--- src/pia_pkg.sv ---
// Package with the shared types, constants and helpers of the positional insert array.
`default_nettype none

package pia_pkg;

    localparam int CAPACITY   = 16;
    localparam int DATA_WIDTH = 32;

    // Cell index width and fill count width (the count must also hold CAPACITY).
    localparam int IDX_W = $clog2(CAPACITY);
    localparam int CNT_W = $clog2(CAPACITY + 1);

    typedef logic signed [DATA_WIDTH-1:0] t_elem;

    typedef enum logic [1:0] {
        OP_APPEND = 2'd0,
        OP_INSERT = 2'd1,
        OP_SHOW   = 2'd2,
        OP_COUNT  = 2'd3
    } t_op;

    typedef enum logic [1:0] {
        ST_OK      = 2'd0,
        ST_BAD_POS = 2'd1,
        ST_FULL    = 2'd2,
        ST_EMPTY   = 2'd3
    } t_status;

    typedef struct packed {
        t_op                op;
        logic [4:0]         position;
        logic signed [31:0] value;
    } t_cmd;

    typedef struct packed {
        t_status            status;
        logic [3:0]         index;
        logic signed [31:0] element;
        logic [4:0]         count;
        logic               last;
    } t_result;

    // Control broadcast from the sequencer to every cell in the row.
    typedef struct packed {
        logic             ins;      // write value at pos, move later cells up
        logic             rot;      // move every stored cell one place down
        logic [IDX_W-1:0] pos;
        logic [CNT_W-1:0] fill;
        logic [IDX_W-1:0] rot_end;  // highest occupied cell during a rotation
        t_elem            value;
        t_elem            head;     // cell 0 contents, wrapped to rot_end
    } t_cell_ctl;

    // Sign-extend or truncate an input value to the stored width.
    function automatic t_elem to_elem(input logic signed [31:0] v);
        return DATA_WIDTH'(v);
    endfunction

    // Sign-extend or truncate a stored element to the result field.
    function automatic logic signed [31:0] to_field(input t_elem e);
        return 32'(e);
    endfunction

endpackage

`default_nettype wire

--- src/pia_cell.sv ---
// One storage cell of the insert array row.
`default_nettype none

module pia_cell
    import pia_pkg::*;
(
    input  wire logic       i_clk,
    input  wire logic [IDX_W-1:0] i_index,
    input  wire t_cell_ctl  i_ctl,
    input  wire t_elem      i_lower,
    input  wire t_elem      i_upper,
    output t_elem           o_data
);

    t_elem r_data;
    t_elem n_data;

    always_comb begin
        n_data = r_data;
        if (i_ctl.ins) begin
            if (i_index == i_ctl.pos) begin
                n_data = i_ctl.value;
            end else if ((i_index > i_ctl.pos) && (CNT_W'(i_index) <= i_ctl.fill)) begin
                n_data = i_lower;
            end
        end else if (i_ctl.rot) begin
            // The head wraps round to the top so that a full pass restores the order.
            if (i_index == i_ctl.rot_end) begin
                n_data = i_ctl.head;
            end else if (i_index < i_ctl.rot_end) begin
                n_data = i_upper;
            end
        end
    end

    always_ff @(posedge i_clk) begin
        r_data <= n_data;
    end

    assign o_data = r_data;

endmodule

`default_nettype wire

--- src/positional_insert_array.sv ---
// Top level of the positional insert array: sequencer, result register and the cell row.
//
//  channel | ports                      | handshake
//  --------+----------------------------+---------------------------------------
//  command | i_cmd                      | taken when start is high and busy low
//  result  | o_result                   | valid for one cycle while o_strobe high
//
// Append, insert and count complete when accepted; their result appears the cycle after.
// Display uses the accepting cycle, then sends one beat per stored element (a single
// empty-status beat if the array is empty): the elements rotate down the cell row and
// are read from cell 0, busy staying high until the last beat has been launched. Reset
// clears the fill count and the sequencer; cell contents are undefined until
// written. The receiver cannot stall.
`default_nettype none

module positional_insert_array
    import pia_pkg::*;
(
    input  wire logic i_clk,
    input  wire logic i_rst_n,
    input  wire logic start,
    output logic      busy,
    input  wire t_cmd i_cmd,
    output logic      o_strobe,
    output t_result   o_result
);

    typedef enum logic [1:0] {
        S_IDLE = 2'b01,
        S_SHOW = 2'b10
    } t_state;

    t_state           r_state, n_state;
    logic [CNT_W-1:0] r_fill, n_fill;
    logic [IDX_W-1:0] r_idx, n_idx;
    logic             r_strobe, n_strobe;
    t_result          r_out, n_out;
    t_cell_ctl        ctl;
    t_elem            cell_data [CAPACITY];
    logic             accept;
    logic             full;
    logic             pos_ok;
    logic             show_last;

    assign accept    = start && (r_state == S_IDLE);
    assign full      = (r_fill == CNT_W'(CAPACITY));
    assign pos_ok    = ({{(CNT_W + 1){1'b0}}, i_cmd.position} <= (CNT_W + 6)'(r_fill));
    assign show_last = (CNT_W'(r_idx) == (r_fill - CNT_W'(1)));

    always_comb begin
        n_state  = r_state;
        n_fill   = r_fill;
        n_idx    = r_idx;
        n_strobe = 1'b0;
        n_out    = '{status: ST_OK, index: 4'd0, element: 32'sd0,
                    count: 5'(r_fill), last: 1'b1};
        ctl      = '{ins: 1'b0, rot: 1'b0, pos: IDX_W'(i_cmd.position), fill: r_fill,
                    rot_end: IDX_W'(r_fill - CNT_W'(1)), value: to_elem(i_cmd.value),
                    head: cell_data[0]};
        unique case (r_state)
            S_IDLE: begin
                if (accept) begin
                    n_strobe = 1'b1;
                    unique case (i_cmd.op)
                        OP_APPEND: begin
                            if (full) begin
                                n_out.status = ST_FULL;
                            end else begin
                                ctl.ins     = 1'b1;
                                ctl.pos     = IDX_W'(r_fill);
                                n_fill      = r_fill + CNT_W'(1);
                                n_out.index = 4'(r_fill);
                                n_out.count = 5'(n_fill);
                            end
                        end
                        OP_INSERT: begin
                            if (!pos_ok) begin
                                n_out.status = ST_BAD_POS;
                            end else if (full) begin
                                n_out.status = ST_FULL;
                            end else begin
                                ctl.ins     = 1'b1;
                                n_fill      = r_fill + CNT_W'(1);
                                n_out.index = 4'(i_cmd.position);
                                n_out.count = 5'(n_fill);
                            end
                        end
                        OP_SHOW: begin
                            if (r_fill == '0) begin
                                n_out.status = ST_EMPTY;
                            end else begin
                                // Results come from the rotation; nothing leaves this cycle.
                                n_strobe = 1'b0;
                                n_idx    = '0;
                                n_state  = S_SHOW;
                            end
                        end
                        OP_COUNT: begin
                            n_out.status = ST_OK;
                        end
                        default: begin
                            n_out.status = ST_OK;
                        end
                    endcase
                end
            end
            S_SHOW: begin
                ctl.rot       = 1'b1;
                n_strobe      = 1'b1;
                n_out.index   = 4'(r_idx);
                n_out.element = to_field(cell_data[0]);
                n_out.last    = show_last;
                n_idx         = r_idx + IDX_W'(1);
                if (show_last) begin
                    n_state = S_IDLE;
                end
            end
            default: begin
                n_state = S_IDLE;
            end
        endcase
    end

    always_ff @(posedge i_clk) begin
        if (!i_rst_n) begin
            r_state  <= S_IDLE;
            r_fill   <= '0;
            r_idx    <= '0;
            r_strobe <= 1'b0;
        end else begin
            r_state  <= n_state;
            r_fill   <= n_fill;
            r_idx    <= n_idx;
            r_strobe <= n_strobe;
        end
    end

    always_ff @(posedge i_clk) begin
        r_out <= n_out;
    end

    for (genvar g = 0; g < CAPACITY; g++) begin : g_cell
        pia_cell u_cell (
            .i_clk   (i_clk),
            .i_index (IDX_W'(g)),
            .i_ctl   (ctl),
            .i_lower (cell_data[(g == 0) ? 0 : g - 1]),
            .i_upper (cell_data[(g == CAPACITY - 1) ? g : g + 1]),
            .o_data  (cell_data[g])
        );
    end

    assign busy     = (r_state != S_IDLE);
    assign o_strobe = r_strobe;
    assign o_result = r_out;

`ifndef SYNTHESIS
    // A display run is delivered as an unbroken burst of beats.
    a_burst: assert property (@(posedge i_clk) disable iff (!i_rst_n)
        (o_strobe && !o_result.last) |=> o_strobe)
        else $error("display run broken");

    // Every accepted command that does not start a display answers in the next cycle.
    a_answer: assert property (@(posedge i_clk) disable iff (!i_rst_n)
        (start && !busy) |=> (o_strobe || busy))
        else $error("command produced no result");

    // A display pass only runs over a non-empty array.
    a_show_fill: assert property (@(posedge i_clk) disable iff (!i_rst_n)
        (r_state == S_SHOW) |-> (r_fill != '0))
        else $error("display with empty array");

    a_fill_range: assert property (@(posedge i_clk) disable iff (!i_rst_n)
        r_fill <= CNT_W'(CAPACITY))
        else $error("fill count beyond capacity");
`endif

endmodule

`default_nettype wire

--- config.mk ---
export PLATFORM = sky130hd
export DESIGN_NAME = positional_insert_array
export DESIGN_NICKNAME = d
export VERILOG_FILES = /design/src/pia_pkg.sv /design/src/pia_cell.sv /design/src/positional_insert_array.sv
export SDC_FILE = /design/constraint.sdc
export NUM_CORES = 2
export LEC_CHECK = 0
export ABC_AREA = 1
export BUFFER_PORTS_ARGS = -buffer_cell sky130_fd_sc_hd__buf_2
export CORE_MARGIN = 2
export CORE_UTILIZATION = 40
export DETAILED_ROUTE_END_ITERATION = 16
export GPL_ROUTABILITY_DRIVEN = 0
export PLACE_DENSITY = 0.55
export SETUP_SLACK_MARGIN = 0.1
export SLEW_MARGIN = 10
export SYNTH_ARGS = -nofsm -noshare
export SYNTH_HDL_FRONTEND = slang
export SYNTH_HIERARCHICAL = 1
export SYNTH_SLANG_ARGS = --single-unit
--- constraint.sdc ---
create_clock -name i_clk -period 8.7 [get_ports i_clk]
set_clock_uncertainty 0.2 [all_clocks]
set_input_delay 1.74 -clock i_clk [delete_from_list [all_inputs] [get_ports i_clk]]
set_output_delay 1.74 -clock i_clk [all_outputs]
set_load 0.03 [all_outputs]
Word-level counts from Yosys, hierarchy flattened. Cells that the tools add are included.

Output and inout port bits: 46. Word-level logic and storage cells: 322. Input port bits: 42. Bits in registers: 568.

$lt $le $gt $ge: 46. Equal/unequal tests: 59. Reduce and logical (&&, ||, !) cells: 57. $add $sub $neg: 3. Multiplexer cells: 132.

Operator list (count): two-way mux 32 bit (94); == test 4 bit (first input constant) (16); != test 3 x 1 -> 1 bit (second input constant) (15); AND reduction 3 bit (15); two-way mux 4 bit (11); nonzero test 3 bit (14); less-or-equal comparator 4 x 5 -> 1 bit (first input constant) (8); == test 3 x 4 -> 1 bit (first input constant) (8); greater-than comparator 4 bit (first input constant) (8); less-than comparator 4 bit (first input constant) (7); one-hot mux 4 bit (2 select lines) (3); less-or-equal comparator 3 x 5 -> 1 bit (first input constant) (4); two-way mux 5 bit (4); == test 2 x 4 -> 1 bit (first input constant) (4); greater-than comparator 3 x 4 -> 1 bit (first input constant) (4); logical AND 1 bit (16); less-than comparator 3 x 4 -> 1 bit (first input constant) (4); two-way mux 2 bit (7); AND reduction 4 bit (3); less-or-equal comparator 2 x 5 -> 1 bit (first input constant) (2); one-hot mux 5 bit (2 select lines) (1); == test 1 x 4 -> 1 bit (first input constant) (2); greater-than comparator 2 x 4 -> 1 bit (first input constant) (2); logical NOT 4 bit (2); 22 further kinds (43).

Longest topological paths before layout.
Word-level depth: 10. Gate-level depth with buffers: 17.

By module. The synthesis kept the hierarchy.

By module, submodules not included: pia_cell (sequential area each 960.9 um^2, area each 2205.9 um^2, times used 16, cells an instance 270); positional_insert_array (sequential area each 1121.1 um^2, area each 2398.6 um^2, times used 1, cells an instance 320).

Worst setup path before layout. Ideal clock, no wire load.

Kind: input to register. From: input port i_cmd[36] in the netlist's numbering. To: register g_cell[0].u_cell.r_data[0], enable pin. Path slack: 0.469 ns. Data arrival time: 7.599 ns. Stages on the path: 12. Cell sequence: ha_1 nand2_1 inv_2 nand4_1 nand3_1 nand3_1 nand3_1 nor2_1 inv_1 nand3_1 nand2_1 a21oi_1.

RTL lines: from (decl) (RTL line positional_insert_array.sv:23) `input wire t_cmd i_cmd,`; to (signal assigned) (RTL line pia_cell.sv:37) `r_data <= n_data;`; to (decl) (RTL line pia_cell.sv:15) `t_elem r_data;`.

==> results <==
- On the critical path the largest part of the delay comes from simple AND/OR/NAND/NOR gates.
- The power density normalized to cell area is 197 mW/mm2.
- Of all flip-flops after synthesis, the portion carrying an async set or reset was 0%.
- After Yosys synthesis, XOR and XNOR cells account for 0.0465% of the synthesized area.
- The worst setup path is captured at a register.
- Detailed placement ended at an HPWL of 109,000 um.
- The die outline area is 0.0967 mm2.
- The cell with the biggest individual delay on the critical path is a21oi_4.
- In this run the core area contains 112 standard-cell rows.
- The worst hold path belongs to the class reg2reg.
- The count of unique library cells instantiated by Yosys is 36.
- The most heavily used metal layer in global routing is met2.
- Yosys printed 6 warnings.
- The width of the die is 311 um.
- After detailed routing, the number of remaining DRC violations is 0.
- For met3 alone, demand over resource in global routing was 8.64%.
- The number of hold buffers added after CTS is 0.
- Leaving out fill and tap cells, the most frequent cells in the layout are nor2_1 (1,068), o21ai_0 (833), o22ai_1 (512), edfxtp_1 (512), inv_1 (343).
- The reported leakage power is 0.0163 uW.
- The maximum clock path buffer count is 3.
- The final cycle utilization of the critical path is 65.1%.
- In the synthesized netlist the dominant register cell turns out to be edfxtp_1.
- Compared with the post-synthesis result, the final layout area differs by 10.4%.
- For this configuration, the core starts out at a cell density of 40.4%.
- The via count of the first global-routing pass is 34,300.
- The synthesized netlist devotes 17.0% of its cell area to simple gates.
- Once the clock tree was built, the setup fixing pass inserted 0 buffers.
- The actual slew at the worst max-slew pin is 1180 ps.
- Summing the sequential cell areas from Yosys gives 43.8% of the chip area.
- The flow ran to the end, and the final reports show no timing, DRC or antenna violations.
- In the final routed layout, each cell accounts on average for 27.2 um.
- The flip-flop and latch count after synthesis is 568.
- The TritonCTS buffer count is 71.
- The ratio of routed vias to standard cells is 6.06.
- The utilization after layout is 44.6%.
- The post-route worst hold slack is 298 ps.
- The signal on the critical path passes through buf_2 -> ha_1 -> nand2_1 -> nand2_1 -> nand2_1 -> nand3_1 -> nand3_1 -> nand3_1 -> nor2_4 -> buf_4 -> inv_1 -> nand3_1 -> nand2_1 -> a21oi_4.
- In the final layout, the share of cells above drive strength 1 is 8.32%.
- The data arrival time of the critical path is 5710 ps.
- The clock latency on the worst-skew pair is 640 ps.
- The highest attainable clock frequency is 0.177 GHz.
- In this run, the number of DRC markers left after iteration 0 of detailed routing was 5,361.
- The final critical-path required period is 5660 ps.
- The floorplan step set the die height to 311 um.
- In this run the tightest slew margin relative to its limit is 21.0%.
- The post-synthesis average cell area is 8.12 um2.
- The compound-cell area share of the yosys netlist is 23.9%.
- In this run the worst path has a maximum fanout of 34.
- The worst path buffer plus inverter count is 3.
- The number of antenna violations at the first check in global routing came to 10.
- The library cell used most frequently in the layout, excluding fill and tap cells, is nor2_1.
- CTS saw 568 sinks.
- The area of combinational cells with multiple inputs is 0.0188 mm2.
- Summed over all failing endpoints, the final setup total negative slack is 0 ps.
- 88 I/O pins were placed.
- After clock tree synthesis, the repair step resized 0 gates.
- On the worst path, the slowest cell contributes a delay of 850 ps.
- In the global route stage, met1 resource usage came out at 40.6%.
- Clock-pin slew was measured on the worst setup and hold paths at 60 ps.
- Summed over all layers, the routed wires come to 164,000 um.
- The fraction of synthesized area in multiplexers is 0%.
- The count of endpoints failing hold in the final timing report came to 0.
- In the final layout, flip-flops and latches occupy 0.0165 mm2.
- The largest net degree at the start of global routing is 73.
- The wire length of the first global-routing pass is 234,000 um.
- The number of failing setup endpoints in the final timing report is 0.
- The mapped netlist covers 0.0377 mm2.
- The total area inside the core boundary comes to 0.0933 mm2.
- In this run the remaining antenna-violating nets after routing total 0.
- For met2 alone, demand over resource in global routing was 50.7%.
- The max-slew violation count is 0.
- The worst setup path is launched from an input port.
- The filler cell count in the final layout is 9,412.
- Synthesis handed over a netlist of 4,640 instances.
- CTS placed an instance of clkbuf_16 at the clock tree root.
- The H-tree depth is 3.
- The count of TritonRoute iterations in the first routing pass is 6.
- STA puts the critical path data required time at 8750 ps.
- Setup repair after global routing left no endpoint under its margin.
- Total power for the finished layout comes to 8210 uW.
- The CTS tree is done.
- VDD sags by at most 128 uV.
- By area, the combinational part of the netlist is dominated by compound AO/OA/AOI/OAI gates.
- In the final design database the tool counted 4,977 nets.
- The adder-cell share of the synthesized area is 6.77%.
- The total routing resource utilization after global routing is 32.7%.
- The total grt overflow is 0.
- Summing over every cut layer, the via total after detailed routing is 36,600.
- In this run the tool buffered the top-level ports with 87 buffer cells.
- The worst setup path is of the in2reg kind.
- The tool flagged a number of max-cap violations equal to 0.
- Counting flops with a built-in enable in the synthesized netlist gives 512.
==> path summary, 6_finish.rpt <==
check / startpoint / cells after the start / to / slack [ps]
setup / recovery: i_cmd[34] / 14 / g_cell[1].u_cell/o_data[0]$_DFFE_PP_ / 3040
hold / removal: r_state[1]$_SDFFE_PN0P_ / 2 / r_state[1]$_SDFFE_PN0P_ / 300
setup reg to reg: r_fill[0]$_SDFF_PN0_ / 16 / g_cell[4].u_cell/o_data[26]$_DFFE_PP_ / 3050
hold reg to reg: r_state[1]$_SDFFE_PN0P_ / 2 / r_state[1]$_SDFFE_PN0P_ / 300
==> Yosys cell counts (all sizes together), types with 2 or more instances <==
library cell	number	area, um2
nor2	1073	4040
nand3	106	751
inv	400	1500
nor3	2	10.0
xor2	2	17.5
buf	134	1070
o21ai	1051	5260
conb	2	7.51
clkbuf	160	641
nand4	21	372
dfxtp	56	1120
or2	16	100
nand2	291	1100
ha	204	2550
a21oi	77	397
o22ai	512	3200
o21bai	16	120
edfxtp	512	15400
==> logic make-up after synthesis <==
family / Yosys count
xor gates and xnor gates: 2
buffers and inverters: 694
other: 2
adders and majority gates: 204
and+or+nand+nor: 1511
AOI/OAI and AO/OA: 1659
DFF: 568
==> tightest hold or removal path, cell delays in order, from the launching register on <==
cell and delay [ps]:
dfxtp_1 330, nand2_1 70, a21oi_1 50
==> final cells by class <==
class | instances | area share [%]
Clock buffer | 101 | 5.01
Timing Repair Buffer | 154 | 2.25
Clock inverter | 25 | 0.601
Multi-Input combinational cell | 3536 | 45.1
Inverter | 400 | 3.61
Tap cell | 1254 | 3.77
Sequential cell | 568 | 39.6
Antenna cell | 4 | 0.0241
==> sequential cells by signal, indices dropped and copies added (netlist names) <==
register and flops:
g_cell.u_cell/o_data 512, o_result 44, o_strobe 1, r_fill 5
r_idx 4, r_state 2
==> report_power, final <==
part / total (uW) / internal, uW / switching, uW / leakage [uW]
logic: 1730 / 505 / 1220 / 0.0100
registers: 3430 / 3250 / 174 / 0.00515
clock network: 3060 / 1790 / 1270 / 0.00115
total: 8210 / 5550 / 2670 / 0.0163
==> metrics by stage <==
step	area (um2)	cells	setup slack, ps
floorplan	38300	4798	469
CTS	41600	6038	3080
finish	41600	6042	3040
detailed placement	39300	5912	2460
global placement	39300	5912	2560
global route	41600	6038	2690
==> metal layers <==
layer	wire length (um)	up-vias
met5	48	-
met4	11900	8
met3	18800	639
met2	72700	2336
met1	60700	17200
li1	-	16400
Power figures use the tool's default switching activity.
